<file path="src/rtl/core/ali_pkg.sv">
// Shared types, constants and codes for the array list block.
// No dependencies; imported by every module of the block.
package ali_pkg;

  localparam int CAPACITY    = 8;
  localparam int MAX_RESULTS = 8;
  localparam int IDX_W       = $clog2(CAPACITY);
  localparam int CNT_W       = $clog2(CAPACITY + 1);
  localparam int DATA_W      = 32;
  localparam int POS_W       = 3;
  localparam int KIND_W      = 3;
  localparam int STAT_W      = 2;
  localparam int CMP_W       = (CNT_W > POS_W) ? CNT_W : POS_W;
  localparam int DISP_MAX    = (CAPACITY < MAX_RESULTS) ? CAPACITY : MAX_RESULTS;

  // operation codes
  localparam logic [KIND_W-1:0] K_CLEAR   = 3'd0;
  localparam logic [KIND_W-1:0] K_APPEND  = 3'd1;
  localparam logic [KIND_W-1:0] K_INSERT  = 3'd2;
  localparam logic [KIND_W-1:0] K_DELETE  = 3'd3;
  localparam logic [KIND_W-1:0] K_DISPLAY = 3'd4;

  // status codes
  localparam logic [STAT_W-1:0] ST_OK     = 2'd0;
  localparam logic [STAT_W-1:0] ST_FULL   = 2'd1;
  localparam logic [STAT_W-1:0] ST_BADPOS = 2'd2;
  localparam logic [STAT_W-1:0] ST_EMPTY  = 2'd3;

  typedef logic [IDX_W-1:0] idx_t;
  typedef logic [CNT_W-1:0] cnt_t;

  typedef struct packed {
    logic [KIND_W-1:0]        kind;
    logic signed [DATA_W-1:0] value;
    logic [POS_W-1:0]         position;
  } in_word_t;

  typedef struct packed {
    logic signed [DATA_W-1:0] item_value;
    logic [POS_W-1:0]         item_position;
    logic [STAT_W-1:0]        status;
    logic                     last;
  } out_word_t;

  typedef struct packed {
    logic                     we;
    idx_t                     waddr;
    logic signed [DATA_W-1:0] wdata;
    logic                     re;
    idx_t                     raddr;
  } mem_req_t;

  typedef enum logic [2:0] {
    S_IDLE,
    S_DEC,
    S_UP,
    S_PUT,
    S_DN,
    S_DRD,
    S_DEM,
    S_FIN
  } state_t;

endpackage

</file>
<file path="src/rtl/core/array_list_insert_delete.sv">
// Array list top level: sequencer, element store and output register.
// Depends on ali_pkg, ali_mem, ali_ctrl and ali_obuf.
//
// Ordered list of up to CAPACITY signed 32-bit words with a live count. Each
// input word is one operation (clear, append, insert, delete, display) and
// yields one or more result words; the final one carries last. The block
// takes one operation at a time: in_ready is high only while idle. The store
// has a single read port with registered data, and every move of an element
// goes through it: insert moves the entries from the position up one slot,
// top first, before it writes the value, and delete moves the entries above
// the position down one slot. A finished result sits in the output register
// so the next operation can be taken while it waits; the sequencer stalls
// only when it has a new result and that register is still held.
module array_list_insert_delete
  import ali_pkg::*;
(
  input  logic      clk,
  input  logic      rst_n,
  input  logic      in_valid,
  output logic      in_ready,
  input  in_word_t  in_word,
  output logic      out_valid,
  input  logic      out_ready,
  output out_word_t out_word
);

  mem_req_t                 mem_req;
  logic signed [DATA_W-1:0] rdata;
  logic                     free;
  logic                     push;
  out_word_t                push_word;

  ali_ctrl u_ctrl (
    .clk       (clk),
    .rst_n     (rst_n),
    .in_valid  (in_valid),
    .in_ready  (in_ready),
    .in_word   (in_word),
    .mem_req   (mem_req),
    .rdata     (rdata),
    .free      (free),
    .push      (push),
    .push_word (push_word)
  );

  ali_mem u_mem (
    .clk   (clk),
    .req   (mem_req),
    .rdata (rdata)
  );

  ali_obuf u_obuf (
    .clk       (clk),
    .rst_n     (rst_n),
    .push      (push),
    .push_word (push_word),
    .free      (free),
    .out_valid (out_valid),
    .out_ready (out_ready),
    .out_word  (out_word)
  );

endmodule

</file>
<file path="src/rtl/core/ali_mem.sv">
// Element storage: one write port, one registered read port.
// Depends on ali_pkg for widths and the request struct.
module ali_mem
  import ali_pkg::*;
(
  input  logic                     clk,
  input  mem_req_t                 req,
  output logic signed [DATA_W-1:0] rdata
);

  logic signed [DATA_W-1:0] mem_r [CAPACITY];
  logic signed [DATA_W-1:0] rdata_r;

  always_ff @(posedge clk) begin
    if (req.we) begin
      mem_r[req.waddr] <= req.wdata;
    end
  end

  always_ff @(posedge clk) begin
    if (req.re) begin
      rdata_r <= mem_r[req.raddr];
    end
  end

  assign rdata = rdata_r;

endmodule

</file>
<file path="src/rtl/core/ali_obuf.sv">
// Output register for result words; frees the sequencer from the consumer.
// Depends on ali_pkg for the result word type.
module ali_obuf
  import ali_pkg::*;
(
  input  logic      clk,
  input  logic      rst_n,
  input  logic      push,
  input  out_word_t push_word,
  output logic      free,
  output logic      out_valid,
  input  logic      out_ready,
  output out_word_t out_word
);

  logic      valid_r;
  out_word_t word_r;

  assign free = !valid_r || out_ready;

  always_ff @(posedge clk) begin
    if (!rst_n) begin
      valid_r <= 1'b0;
    end else if (push) begin
      valid_r <= 1'b1;
    end else if (out_ready) begin
      valid_r <= 1'b0;
    end
  end

  always_ff @(posedge clk) begin
    if (push) begin
      word_r <= push_word;
    end
  end

  assign out_valid = valid_r;
  assign out_word  = word_r;

endmodule

</file>
<file path="src/rtl/core/ali_ctrl.sv">
// Sequencer: decodes an operation, walks the element store one entry per
// step with a shared pointer unit, keeps the count. Depends on ali_pkg.
module ali_ctrl
  import ali_pkg::*;
(
  input  logic                     clk,
  input  logic                     rst_n,
  input  logic                     in_valid,
  output logic                     in_ready,
  input  in_word_t                 in_word,
  output mem_req_t                 mem_req,
  input  logic signed [DATA_W-1:0] rdata,
  input  logic                     free,
  output logic                     push,
  output out_word_t                push_word
);

  state_t            state_r, state_nxt;
  cnt_t              cnt_r, cnt_nxt;
  cnt_t              ptr_r, ptr_nxt;
  cnt_t              tgt_r, tgt_nxt;
  idx_t              wa_r, wa_nxt;
  logic              pend_r, pend_nxt;
  in_word_t          op_r, op_nxt;
  logic [STAT_W-1:0] status_r, status_nxt;

  logic [CMP_W-1:0]  pos_c;
  logic [CMP_W-1:0]  cnt_c;
  cnt_t              ptr_inc;
  cnt_t              ptr_dec;
  logic              disp_last;

  always_ff @(posedge clk) begin
    if (!rst_n) begin
      state_r <= S_IDLE;
      cnt_r   <= '0;
      pend_r  <= 1'b0;
    end else begin
      state_r <= state_nxt;
      cnt_r   <= cnt_nxt;
      pend_r  <= pend_nxt;
    end
  end

  always_ff @(posedge clk) begin
    ptr_r    <= ptr_nxt;
    tgt_r    <= tgt_nxt;
    wa_r     <= wa_nxt;
    op_r     <= op_nxt;
    status_r <= status_nxt;
  end

  // shared pointer unit
  assign ptr_inc   = ptr_r + cnt_t'(1);
  assign ptr_dec   = ptr_r - cnt_t'(1);
  assign pos_c     = CMP_W'(op_r.position);
  assign cnt_c     = CMP_W'(cnt_r);
  assign disp_last = (ptr_inc == cnt_r) || (ptr_inc == cnt_t'(DISP_MAX));

  assign in_ready = (state_r == S_IDLE);

  always_comb begin
    state_nxt  = state_r;
    cnt_nxt    = cnt_r;
    ptr_nxt    = ptr_r;
    tgt_nxt    = tgt_r;
    wa_nxt     = wa_r;
    pend_nxt   = pend_r;
    op_nxt     = op_r;
    status_nxt = status_r;

    mem_req.we    = 1'b0;
    mem_req.waddr = wa_r;
    mem_req.wdata = rdata;
    mem_req.re    = 1'b0;
    mem_req.raddr = idx_t'(ptr_r);

    push      = 1'b0;
    push_word = '0;

    unique case (state_r)
      S_IDLE: begin
        if (in_valid) begin
          op_nxt    = in_word;
          state_nxt = S_DEC;
        end
      end

      S_DEC: begin
        pend_nxt   = 1'b0;
        status_nxt = ST_OK;
        state_nxt  = S_FIN;
        case (op_r.kind)
          K_APPEND: begin
            if (cnt_r == cnt_t'(CAPACITY)) begin
              status_nxt = ST_FULL;
            end else begin
              ptr_nxt   = cnt_r;
              tgt_nxt   = cnt_r;
              state_nxt = S_UP;
            end
          end
          K_INSERT: begin
            if (cnt_r == cnt_t'(CAPACITY)) begin
              status_nxt = ST_FULL;
            end else if (pos_c > cnt_c) begin
              status_nxt = ST_BADPOS;
            end else begin
              ptr_nxt   = cnt_r;
              tgt_nxt   = cnt_t'(op_r.position);
              state_nxt = S_UP;
            end
          end
          K_DELETE: begin
            if (cnt_r == '0) begin
              status_nxt = ST_EMPTY;
            end else if (pos_c >= cnt_c) begin
              status_nxt = ST_BADPOS;
            end else begin
              ptr_nxt   = cnt_t'(op_r.position);
              state_nxt = S_DN;
            end
          end
          K_DISPLAY: begin
            if (cnt_r == '0) begin
              status_nxt = ST_EMPTY;
            end else begin
              ptr_nxt   = '0;
              state_nxt = S_DRD;
            end
          end
          default: begin
            status_nxt = ST_OK;
          end
        endcase
      end

      // move entries up one slot, top first; read one, write the previous
      S_UP: begin
        if (pend_r) begin
          mem_req.we = 1'b1;
        end
        if (ptr_r > tgt_r) begin
          mem_req.re    = 1'b1;
          mem_req.raddr = idx_t'(ptr_dec);
          wa_nxt        = idx_t'(ptr_r);
          ptr_nxt       = ptr_dec;
          pend_nxt      = 1'b1;
        end else begin
          pend_nxt  = 1'b0;
          state_nxt = S_PUT;
        end
      end

      S_PUT: begin
        mem_req.we    = 1'b1;
        mem_req.waddr = idx_t'(tgt_r);
        mem_req.wdata = op_r.value;
        status_nxt    = ST_OK;
        state_nxt     = S_FIN;
      end

      // move entries down one slot, stop at the last live entry
      S_DN: begin
        if (pend_r) begin
          mem_req.we = 1'b1;
        end
        if (ptr_inc < cnt_r) begin
          mem_req.re    = 1'b1;
          mem_req.raddr = idx_t'(ptr_inc);
          wa_nxt        = idx_t'(ptr_r);
          ptr_nxt       = ptr_inc;
          pend_nxt      = 1'b1;
        end else begin
          pend_nxt   = 1'b0;
          status_nxt = ST_OK;
          state_nxt  = S_FIN;
        end
      end

      S_DRD: begin
        mem_req.re = 1'b1;
        state_nxt  = S_DEM;
      end

      S_DEM: begin
        if (free) begin
          push                    = 1'b1;
          push_word.item_value    = rdata;
          push_word.item_position = POS_W'(ptr_r);
          push_word.status        = ST_OK;
          push_word.last          = disp_last;
          if (disp_last) begin
            state_nxt = S_IDLE;
          end else begin
            ptr_nxt   = ptr_inc;
            state_nxt = S_DRD;
          end
        end
      end

      S_FIN: begin
        if (free) begin
          push             = 1'b1;
          push_word.status = status_r;
          push_word.last   = 1'b1;
          state_nxt        = S_IDLE;
          if (op_r.kind == K_CLEAR) begin
            cnt_nxt = '0;
          end else if (status_r == ST_OK) begin
            if (op_r.kind == K_APPEND || op_r.kind == K_INSERT) begin
              cnt_nxt = cnt_r + cnt_t'(1);
            end else if (op_r.kind == K_DELETE) begin
              cnt_nxt = cnt_r - cnt_t'(1);
            end
          end
        end
      end

      default: begin
        state_nxt = S_IDLE;
      end
    endcase
  end

endmodule

</file>
<file path="config.mk">
export PLATFORM = sky130hd
export DESIGN_NAME = array_list_insert_delete
export DESIGN_NICKNAME = d
export VERILOG_FILES = /design/src/rtl/core/ali_pkg.sv /design/src/rtl/core/array_list_insert_delete.sv /design/src/rtl/core/ali_mem.sv /design/src/rtl/core/ali_obuf.sv /design/src/rtl/core/ali_ctrl.sv
export SDC_FILE = /design/constraint.sdc
export NUM_CORES = 1
export LEC_CHECK = 0
export ABC_AREA = 1
export BUFFER_PORTS_ARGS = -buffer_cell sky130_fd_sc_hd__buf_2
export CAP_MARGIN = 25
export CORE_UTILIZATION = 40
export DETAILED_ROUTE_END_ITERATION = 7
export PLACE_DENSITY = 0.67
export SYNTH_ARGS = -nofsm -noshare
export SYNTH_HDL_FRONTEND = slang
export SYNTH_SLANG_ARGS = --single-unit
</file>
<file path="constraint.sdc">
create_clock -name clk -period 7.29 [get_ports clk]
set_input_delay 0.729 -clock clk [delete_from_list [all_inputs] [get_ports clk]]
set_output_delay 0.729 -clock clk [all_outputs]
set_load 0.05 [all_outputs]
</file>
==> metrics.csv, run 1 <==
stage,metric,value,unit
outcome,status,completed,
synth,synthesis.nets,1390,
drt,drt-pass1-iter-count,5,
synth,yosys_most_used_dff,edfxtp_1,
die,io_pins,82,
finish,fillers,3466,
timing,fmax,224,MHz
timing,finalWorstSetupSlack,2820,ps
global_route,grt_pass1_wl,56.1,mm
timing,hold-worst-slack,371,ps
synth,synth.distinct_cells,33,
clock_network,h-tree-depth,2,
clock_network,cts_resized,0,
drt,vias,10200,
clock_network,path_clk_slew,60,ps
synth,synth_top_family_by_area,simple AND/OR/NAND/NOR gates,
synth,synthCells,1332,
setup_path,crit_path_max_fanout,75,
drt,routed_wl,35.6,mm
synth,synth_area,16000,um^2
drt,vias_per_cell,5.22,
synth,synth_adder_area_share,0.0130,
clock_network,hold_buffers,0,
setup_path,cp.required,7690,ps
global_route,grt_max_degree,101,
global_route,grt_pass1_vias,10100,
pwr,p_switching,0.00284,W
synth,synth-edff-count,377,
setup_path,critPathKind,reg -> reg,
timing,rsz0062_at_grt,false,
clock_network,postCtsSetupRepairBufs,0,
die,fp.dieH,202,um
clock_network,clk_latency,530,ps
synth,synth.mux.area_fraction,0,
clock_network,clock_sinks,386,
synth,synth_xor_area_frac,0.00329,
drt,ant_nets,0,
finish,num_antenna_cells,0,
pwr,p_int,0.00500,W
finish,nets,1462,
setup_path,cp-end-kind,flop,
clock_network,cts_made_buffers,40,
drt,wire_per_inst,18.3,um
placement,dp_hpwl,19.6,mm
synth,synth-compound-area-share,0.0255,
synth,synth-seq-cells,386,
synth,synthesis.yosys.warnings,0,
placement,post-place-ws,2860,ps
timing,slew_headroom,0.337,
drt,route.detailed.drc,0,
timing,worst_pin_slew,985,ps
synth,synth.avg_cell_area,12.0,um^2
setup_path,startpoint_type,flop,
worst_hold_path,hp-class,in -> reg,
pwr,p_clk_frac,0.270,
pwr,leakage,6.74,nW
synth,async_reset_ff_frac,0,
placement,portBuffers,81,
die,row_count,72,
placement,gp_congestion,0.809,
global_route,overflow,0,
global_route,grt_usage,0.177,
clock_network,cts_root_buf,clkbuf_16,
timing,setup_viol,0,
die,coreArea,39000,um^2
setup_path,worstPathArrival,4880,ps
die,die-area,40700,um^2
finish,final_util,0.468,
pwr,power_frac_comb,0.333,
clock_network,clockBufferDepth,3,
drt,drtIter0Drc,770,
flow_run,drv_cap,0,
clock_network,cts_tree,done,
finish,syn_to_final_growth,14.3,%
timing,finalHoldViolations,0,
synth,yosys.area_share.simple,0.192,
finish,drive_above_1_share,0.138,
timing,fin_skew,14.9,ps
pwr,netSwitchingFraction,0.362,
timing,fin_crit_sh,0.613,
pwr,vdd_drop_max,343,uV
timing,tns,0,ps
timing,slew_viol_final,0,
timing,layout_min_cycle_time,4470,ps
global_route,antenna_found_initial,0,
pwr,p_per_area,429,nW/um^2
synth,ys_seq_area_frac,0.720,
pwr,seqPwrFrac,0.397,
die,die_x,202,um
die,start_util,0.410,
## kinds of logic (layout without fill, tap and decap cells)
logic type	count (synthesis)	in the layout
AOI/OAI and AO/OA	75	75
xor gates and xnor gates	6	6
adders and majority gates	16	16
buffers and inverters	166	267
DFF	386	386
and+or+nand+nor	683	683
## per-layer routing
layer / vias up / wire, um / track usage
met5: - / 0 / 0
met4: 0 / 745 / 0.0501
met3: 63 / 2090 / 0.0284
met2: 337 / 16700 / 0.289
met1: 4928 / 16100 / 0.244
li1: 4861 / - / -
## area by class of cell
class	count	area [um^2]	share of cell area
Clock inverter	23	279	0.0153
Timing Repair Buffer	102	591	0.0323
Multi-Input combinational cell	780	3810	0.209
Tap cell	518	648	0.0355
Clock buffer	48	1080	0.0593
Sequential cell	386	11500	0.630
Inverter	94	355	0.0195
## worst max-delay path, stage by stage (launching register included)
cell and delay [ps]:
edfxtp_1 520, inv_1 210, ha_1 380, ha_1 300
inv_1 60, nor2_1 30, o21ai_1 290, nand3_4 180
nand2_4 150, nand2_4 340, nand2_4 640, buf_4 700
nand2_1 150, nand3_1 110, nand3_1 80, nand2_1 100
## through the flow
step | area, um^2 | power (W) | cells
floorplan | 16000 | 0.00511 | 1332
CTS | 18200 | 0.00786 | 1950
finish | 18300 | 0.00784 | 1951
global placement | 16900 | 0.00567 | 1878
detailed placement | 16900 | 0.00575 | 1879
global route | 18300 | 0.00829 | 1951
## state kept, by name (all words and copies together) (netlist names)
signal,cells
u_mem.rdata,32
u_ctrl.status_r,2
u_obuf.out_word,38
u_ctrl.pend_r,1
u_ctrl.ptr_r,4
u_ctrl.op_r,38
u_ctrl.cnt_c,4
u_ctrl.state_r,3
u_obuf.out_valid,1
u_ctrl.tgt_r,4
u_ctrl.wa_r,3
u_mem.mem_r,256
## cell usage after synthesis (2+ instances only)
master	number	area, um^2
or2_2	4	25.0
nor2_1	67	251
o221ai_1	2	17.5
edfxtp_1	377	11300
nand2_1	259	972
o21ai_0	50	250
clkbuf_1	10	37.5
o211ai_1	2	15.0
nor3_1	6	30.0
nand3_4	2	35.0
dfxtp_1	9	180
buf_4	16	120
nand2_4	2	22.5
ha_1	15	188
inv_2	5	18.8
nand3_1	337	1690
buf_2	46	230
nand4_1	2	12.5
inv_1	87	327
xnor2_1	2	17.5
a31oi_1	3	18.8
xor2_1	4	35.0
a21oi_1	14	70.1
o21ai_1	2	10.0
## power by group through the flow
stage	Clock (W)	Combinational [W]	Sequential, W
global placement	0	0.00252	0.00316
detailed placement	0	0.00259	0.00316
global route	0.00223	0.00293	0.00314
CTS	0.00215	0.00260	0.00311
finish	0.00212	0.00261	0.00311
floorplan	0	0.00195	0.00316
## cell usage in the layout (no fill, tap or decap), drive strengths merged, types with 2 or more instances in the layout
| master | count |
|---|---|
| edfxtp | 377 |
| nand3 | 340 |
| nand2 | 262 |
| buf | 102 |
| inv | 95 |
| nor2 | 68 |
| o21ai | 52 |
| clkbuf | 48 |
| ha | 15 |
| a21oi | 15 |
| clkinv | 14 |
| dfxtp | 9 |
| nor3 | 6 |
| bufinv | 6 |
| or2 | 4 |
| xor2 | 4 |
| a31oi | 3 |
| o221ai | 2 |
| o211ai | 2 |
| nand4 | 2 |
| xnor2 | 2 |
| clkinvlp | 2 |
## worst paths after layout
path                                   start                          to  slack (ps)  cells past startpoint
hold reg to reg   u_ctrl.pend_r$_SDFFE_PN0P_  u_ctrl.pend_r$_SDFFE_PN0P_         510                      2
setup / recovery   u_ctrl.ptr_r[0]$_DFFE_PP_   u_mem.rdata[15]$_DFFE_PP_        2820                     15
hold / removal                    in_word[9]    u_ctrl.op_r[9]$_DFFE_PP_         370                      1
setup reg to reg   u_ctrl.ptr_r[0]$_DFFE_PP_   u_mem.rdata[15]$_DFFE_PP_        2820                     15
(Power assumes the default switching activity.)
==> run 2: changes to the inputs <==
- PLACE_DENSITY: 0.67 -> 0.69
- clock period: 7.29 -> 3.6 ns (I/O delays scaled with it)
==> run 2 against run 1 <==
Effect of this change: combinational power rose by 110%; largest cell class unchanged; non-clock buffer count rose by 35; largest power group unchanged; via count rose by 2.8%.
==> metrics.csv, run 2 (synthesized netlist as in run 1, its figures left out) <==
stage,metric,value,unit
outcome,status,completed,
finish,largest_reg_flops,256,
die,fp.dieH,202,um
placement,dp_hpwl,19.9,mm
drt,ant_nets,0,
placement,portBuffers,81,
finish,final_common_cell,edfxtp_1,
drt,wire_per_inst,18.3,um
die,die_x,202,um
drt,vias_per_cell,5.29,
clock_network,cts_root_buf,clkbuf_16,
timing,layout_min_cycle_time,3350,ps
finish,final_cell_mix,"edfxtp_1, nand3_1, nand2_1, inv_1, buf_2",
die,start_util,0.410,
timing,fin_crit_sh,0.932,
drt,vias,10500,
clock_network,clk_latency,540,ps
die,row_count,72,
timing,slew_headroom,0.330,
clock_network,cts_tree,done,
timing,tns,0,ps
clock_network,clock_sinks,386,
timing,rsz0062_at_grt,false,
flow_run,drv_cap,0,
drt,drtIter0Drc,971,
finish,num_antenna_cells,0,
pwr,leakage,6.87,nW
global_route,grt_pass1_wl,57.4,mm
setup_path,cp.required,3990,ps
pwr,p_per_area,858,nW/um^2
finish,syn_to_final_growth,16.2,%
clock_network,clockBufferDepth,3,
setup_path,rrSetupSlack,250,ps
timing,finalHoldViolations,0,
drt,wl_met3,2.26,mm
global_route,grt_pass1_vias,10400,
drt,top_layer,met4,
timing,fmax,298,MHz
timing,setup_viol,0,
finish,drive_above_1_share,0.135,
timing,fin_skew,21.8,ps
setup_path,startpoint_type,flop,
die,die-area,40700,um^2
worst_hold_path,worstHoldPathCells,1,
drt,wl_met2,17.6,mm
global_route,antenna_found_initial,0,
clock_network,h-tree-depth,2,
die,coreArea,39000,um^2
die,io_pins,82,
setup_path,reg2reg_depth,14,
timing,worst_pin_slew,995,ps
setup_path,cp-end-kind,flop,
worst_hold_path,hp-class,in -> reg,
clock_network,cts_made_buffers,40,
placement,gp_congestion,0.890,
finish,final_util,0.476,
global_route,grt_usage,0.179,
drt,wl_met1,15.8,mm
timing,slew_viol_final,0,
setup_path,worstPathArrival,3740,ps
global_route,grt_max_degree,129,
drt,drt-pass1-iter-count,5,
setup_path,crit_path_max_fanout,72,
clock_network,path_clk_slew,60,ps
pwr,vdd_drop_max,578,uV
drt,routed_wl,36.3,mm
drt,route.detailed.drc,0,
setup_path,critPathKind,reg -> reg,
finish,nets,1497,
global_route,overflow,0,
finish,top_register,u_mem.mem_r,
[run 2: cell types whose count changed in the layout (fill, tap and decap cells not counted), sizes merged]
cell and delta:
buf +8, dlygate4sd3 +26, clkbuf -2, clkinvlp -2
[run 2: layout make-up]
cell class	count	area, um^2
clock buffer	45	1020
timing repair buffer	137	953
tap	518	648
fill	3472	20400
inverter	94	355
clock inverter	21	277
multi-input combinational	780	3810
sequential	386	11500
[run 2: timing repair]
action	4_1_cts	5_1_grt
setup buffers	0	0
hold buffers	25	1
gates resized for setup	0	0
hold endpoints to repair	25	1
[run 2: worst paths after layout]
kind | from | endpoint
worst max register to register | u_ctrl.ptr_r[0]$_DFFE_PP_ | u_mem.rdata[11]$_DFFE_PP_
worst max-delay path | u_ctrl.ptr_r[0]$_DFFE_PP_ | u_mem.rdata[11]$_DFFE_PP_
worst min-delay path | in_word[19] | u_ctrl.op_r[19]$_DFFE_PP_
worst min register to register | u_ctrl.pend_r$_SDFFE_PN0P_ | u_ctrl.pend_r$_SDFFE_PN0P_
[run 2: per-layer routing]
layer	vias to the layer above	global-route usage
li1	4930	-
met1	5141	0.248
met2	347	0.297
met3	53	0.0271
met4	0	0.0471
met5	-	0
[run 2: power breakdown]
| group | internal, W | total (W) | switching (W) |
|---|---|---|---|
| combinational | 0.00161 | 0.00553 | 0.00392 |
| clock | 0.00247 | 0.00412 | 0.00166 |
| sequential | 0.00609 | 0.00628 | 0.000194 |
| total | 0.0102 | 0.0159 | 0.00577 |
[run 2: stage by stage]
stage	instance area [um^2]	power (W)	setup WS [ps]	hold WS, ps	instances
final	18600	0.0159	246	17.9	1981
after global routing	18600	0.0169	14.1	2.33	1981
after CTS	18500	0.0161	262	0.983	1979
after detailed placement	17000	0.0119	301	499	1888
after global placement	17000	0.0117	419	493	1888
after floorplan	16000	0.0103	40.8	449	1332
[run 2: critical path: stages, from the launching register on]
cell and delay (ps):
edfxtp_1 530, inv_1 210, ha_1 380, ha_1 310, inv_1 40, nor2_1 80, o21ai_1 130, nand3_4 130
nand2_4 100, nand2_4 100, buf_4 630, nand3_1 190, nand3_1 160, nand3_1 80, nand2_1 100
==> run 3: changes to the inputs <==
==> constraint.sdc (replaced) <==
create_clock -name clk -period 3.6 [get_ports clk]
set_input_delay 0.54 -clock clk [delete_from_list [all_inputs] [get_ports clk]]
set_output_delay 0.54 -clock clk [all_outputs]
set_load 0.05 [all_outputs]
==> run 3 against run 2 <==
Effect of this change: first-iteration DRC count fell by 7.3%; sequential power hardly changed; global-route usage hardly changed; worst hold slack improved by 170 ps; critical path type unchanged; largest power group unchanged.
==> metrics.csv, run 3 (synthesized netlist as in run 1, its figures left out) <==
stage,metric,value,unit
setup_path,reg2reg_depth,13,
pwr,vdd_drop_max,542,uV
die,die-area,40700,um^2
die,fp.dieH,202,um
clock_network,clock_sinks,386,
die,start_util,0.410,
finish,fillers,3459,
drt,routed_wl,36.2,mm
drt,route.detailed.drc,0,
setup_path,cp.required,3880,ps
setup_path,critPathKind,reg -> reg,
timing,finalHoldViolations,0,
timing,fin_skew,9.96,ps
setup_path,startpoint,u_ctrl.ptr_r[0]$_DFFE_PP_,
die,row_count,72,
timing,setup_viol,0,
clock_network,cts_tree,done,
finish,num_antenna_cells,0,
flow_run,drv_cap,0,
clock_network,cts_made_buffers,42,
timing,hold-worst-slack,185,ps
pwr,p_per_area,872,nW/um^2
drt,ant_nets,0,
die,coreArea,39000,um^2
clock_network,h-tree-depth,2,
finish,multiInputGateArea,3810,um^2
die,die_x,202,um
drt,drtIter0Drc,900,
timing,tns,0,ps
clock_network,postCtsSetupRepairBufs,0,
global_route,grt_pass1_vias,10500,
finish,drive_above_1_share,0.142,
finish,nets,1473,
timing,fmax,299,MHz
drt,vias_per_cell,5.29,
finish,top_register,u_mem.mem_r,
outcome,status,completed,
timing,slew_viol_final,0,
global_route,grt_max_degree,129,
worst_hold_path,hp-class,in -> reg,
clock_network,path_clk_slew,60,ps
drt,wire_per_inst,18.4,um
timing,rsz0062_at_grt,false,
global_route,grt_pass1_wl,57.0,mm
setup_path,startpoint_type,flop,
timing,slew_headroom,0.283,
finish,seq_area,11500,um^2
pwr,leakage,6.80,nW
setup_path,worstPathArrival,3620,ps
drt,vias,10400,
clock_network,cts_resized,0,
clock_network,hold_buffers,0,
global_route,overflow,0,
placement,dp_hpwl,20.0,mm
clock_network,cts_root_buf,clkbuf_16,
setup_path,crit_path_max_fanout,32,
placement,portBuffers,81,
finish,final_common_cell,edfxtp_1,
clock_network,clockBufferDepth,3,
global_route,grt_usage,0.179,
setup_path,timing.rr.start,u_ctrl.ptr_r[0]$_DFFE_PP_,
timing,layout_min_cycle_time,3340,ps
die,io_pins,82,
timing,worst_pin_slew,1060,ps
finish,largest_reg_flops,256,
setup_path,cp-end-kind,flop,
timing,fin_crit_sh,0.928,
placement,gp_congestion,0.902,
setup_path,rrSetupSlack,260,ps
setup_path,r2r_end,u_mem.rdata[27]$_DFFE_PP_,
finish,syn_to_final_growth,15.0,%
clock_network,clk_latency,530,ps
drt,drt-pass1-iter-count,5,
setup_path,crit_end,u_mem.rdata[27]$_DFFE_PP_,
finish,final_cell_mix,"edfxtp_1, nand3_1, nand2_1, inv_1, buf_2",
global_route,antenna_found_initial,0,
run 3: cell count changes in the layout (fill, tap and decap cells not counted):
cell / delta
bufinv_16: -1
clkbuf_1: +3
clkbuf_16: +3
clkinv_1: -1
clkinv_2: +4
clkinv_4: +1
clkinv_8: -1
clkinvlp_4: +3
dlygate4sd3_1: -26
inv_16: -1
inv_6: +1
run 3: routing by layer:
metal  vias up  global-route usage  wire length [um]  share of wire
met3        67              0.0264              2190          0.060
met4         0              0.0565               846          0.023
met5         -                   0                 0              0
li1       4889                   -                 -              -
met2       340               0.289             17100           0.47
met1      5109               0.250             16000           0.44
run 3: stage by stage:
stage | power (W) | instance area [um^2] | utilization | cells | setup WS (ps)
2_1_floorplan | 0.0103 | 16000 | - | 1332 | 40.8
3_3_place_gp | 0.0117 | 17000 | 0.436 | 1888 | 419
3_5_place_dp | 0.0119 | 17000 | 0.436 | 1888 | 290
4_1_cts | 0.0161 | 18400 | 0.471 | 1965 | 293
5_1_grt | 0.0170 | 18400 | 0.471 | 1966 | 44.8
6_report | 0.0160 | 18400 | 0.471 | 1966 | 261
run 3: where the power goes:
| group | leakage, nW | internal, W | total (W) | switching (W) |
|---|---|---|---|---|
| Combinational | 2.62 | 0.00159 | 0.00549 | 0.00390 |
| Sequential | 3.50 | 0.00609 | 0.00628 | 0.000192 |
| Clock | 0.668 | 0.00256 | 0.00426 | 0.00170 |
run 3: how the worst min path moves through the flow:
stage / endpoint / start / slack (ps) / cells past startpoint
6_report: u_ctrl.op_r[11]$_DFFE_PP_ / in_word[11] / 180 / 1
5_1_grt: u_ctrl.op_r[12]$_DFFE_PP_ / in_word[12] / 170 / 1
4_1_cts: u_ctrl.op_r[5]$_DFFE_PP_ / in_word[5] / 160 / 1
3_5_place_dp: u_ctrl.pend_r$_SDFFE_PN0P_ / u_ctrl.pend_r$_SDFFE_PN0P_ / 490 / 2
3_3_place_gp: u_ctrl.pend_r$_SDFFE_PN0P_ / u_ctrl.pend_r$_SDFFE_PN0P_ / 490 / 2
2_1_floorplan: u_ctrl.wa_r[2]$_DFFE_PP_ / u_ctrl.ptr_r[2]$_DFFE_PP_ / 450 / 0
run 3: layout make-up:
type / instances / share of cell area
timing repair buffer: 111 / 0.0377
inverter: 94 / 0.0193
sequential: 386 / 0.626
clock buffer: 51 / 0.0602
multi-input combinational: 780 / 0.207
clock inverter: 26 / 0.0145
tap: 518 / 0.0353
run 3: critical path, stage by stage (launching register included):
cell and delay (ps):
edfxtp_1 530, inv_1 210, ha_1 380, ha_1 300, inv_1 60, nor2_1 30, o21ai_1 270, nand3_4 170
nand2_4 150, inv_1 130, a21oi_4 190, inv_2 360, nand3_1 220, nand2_1 80
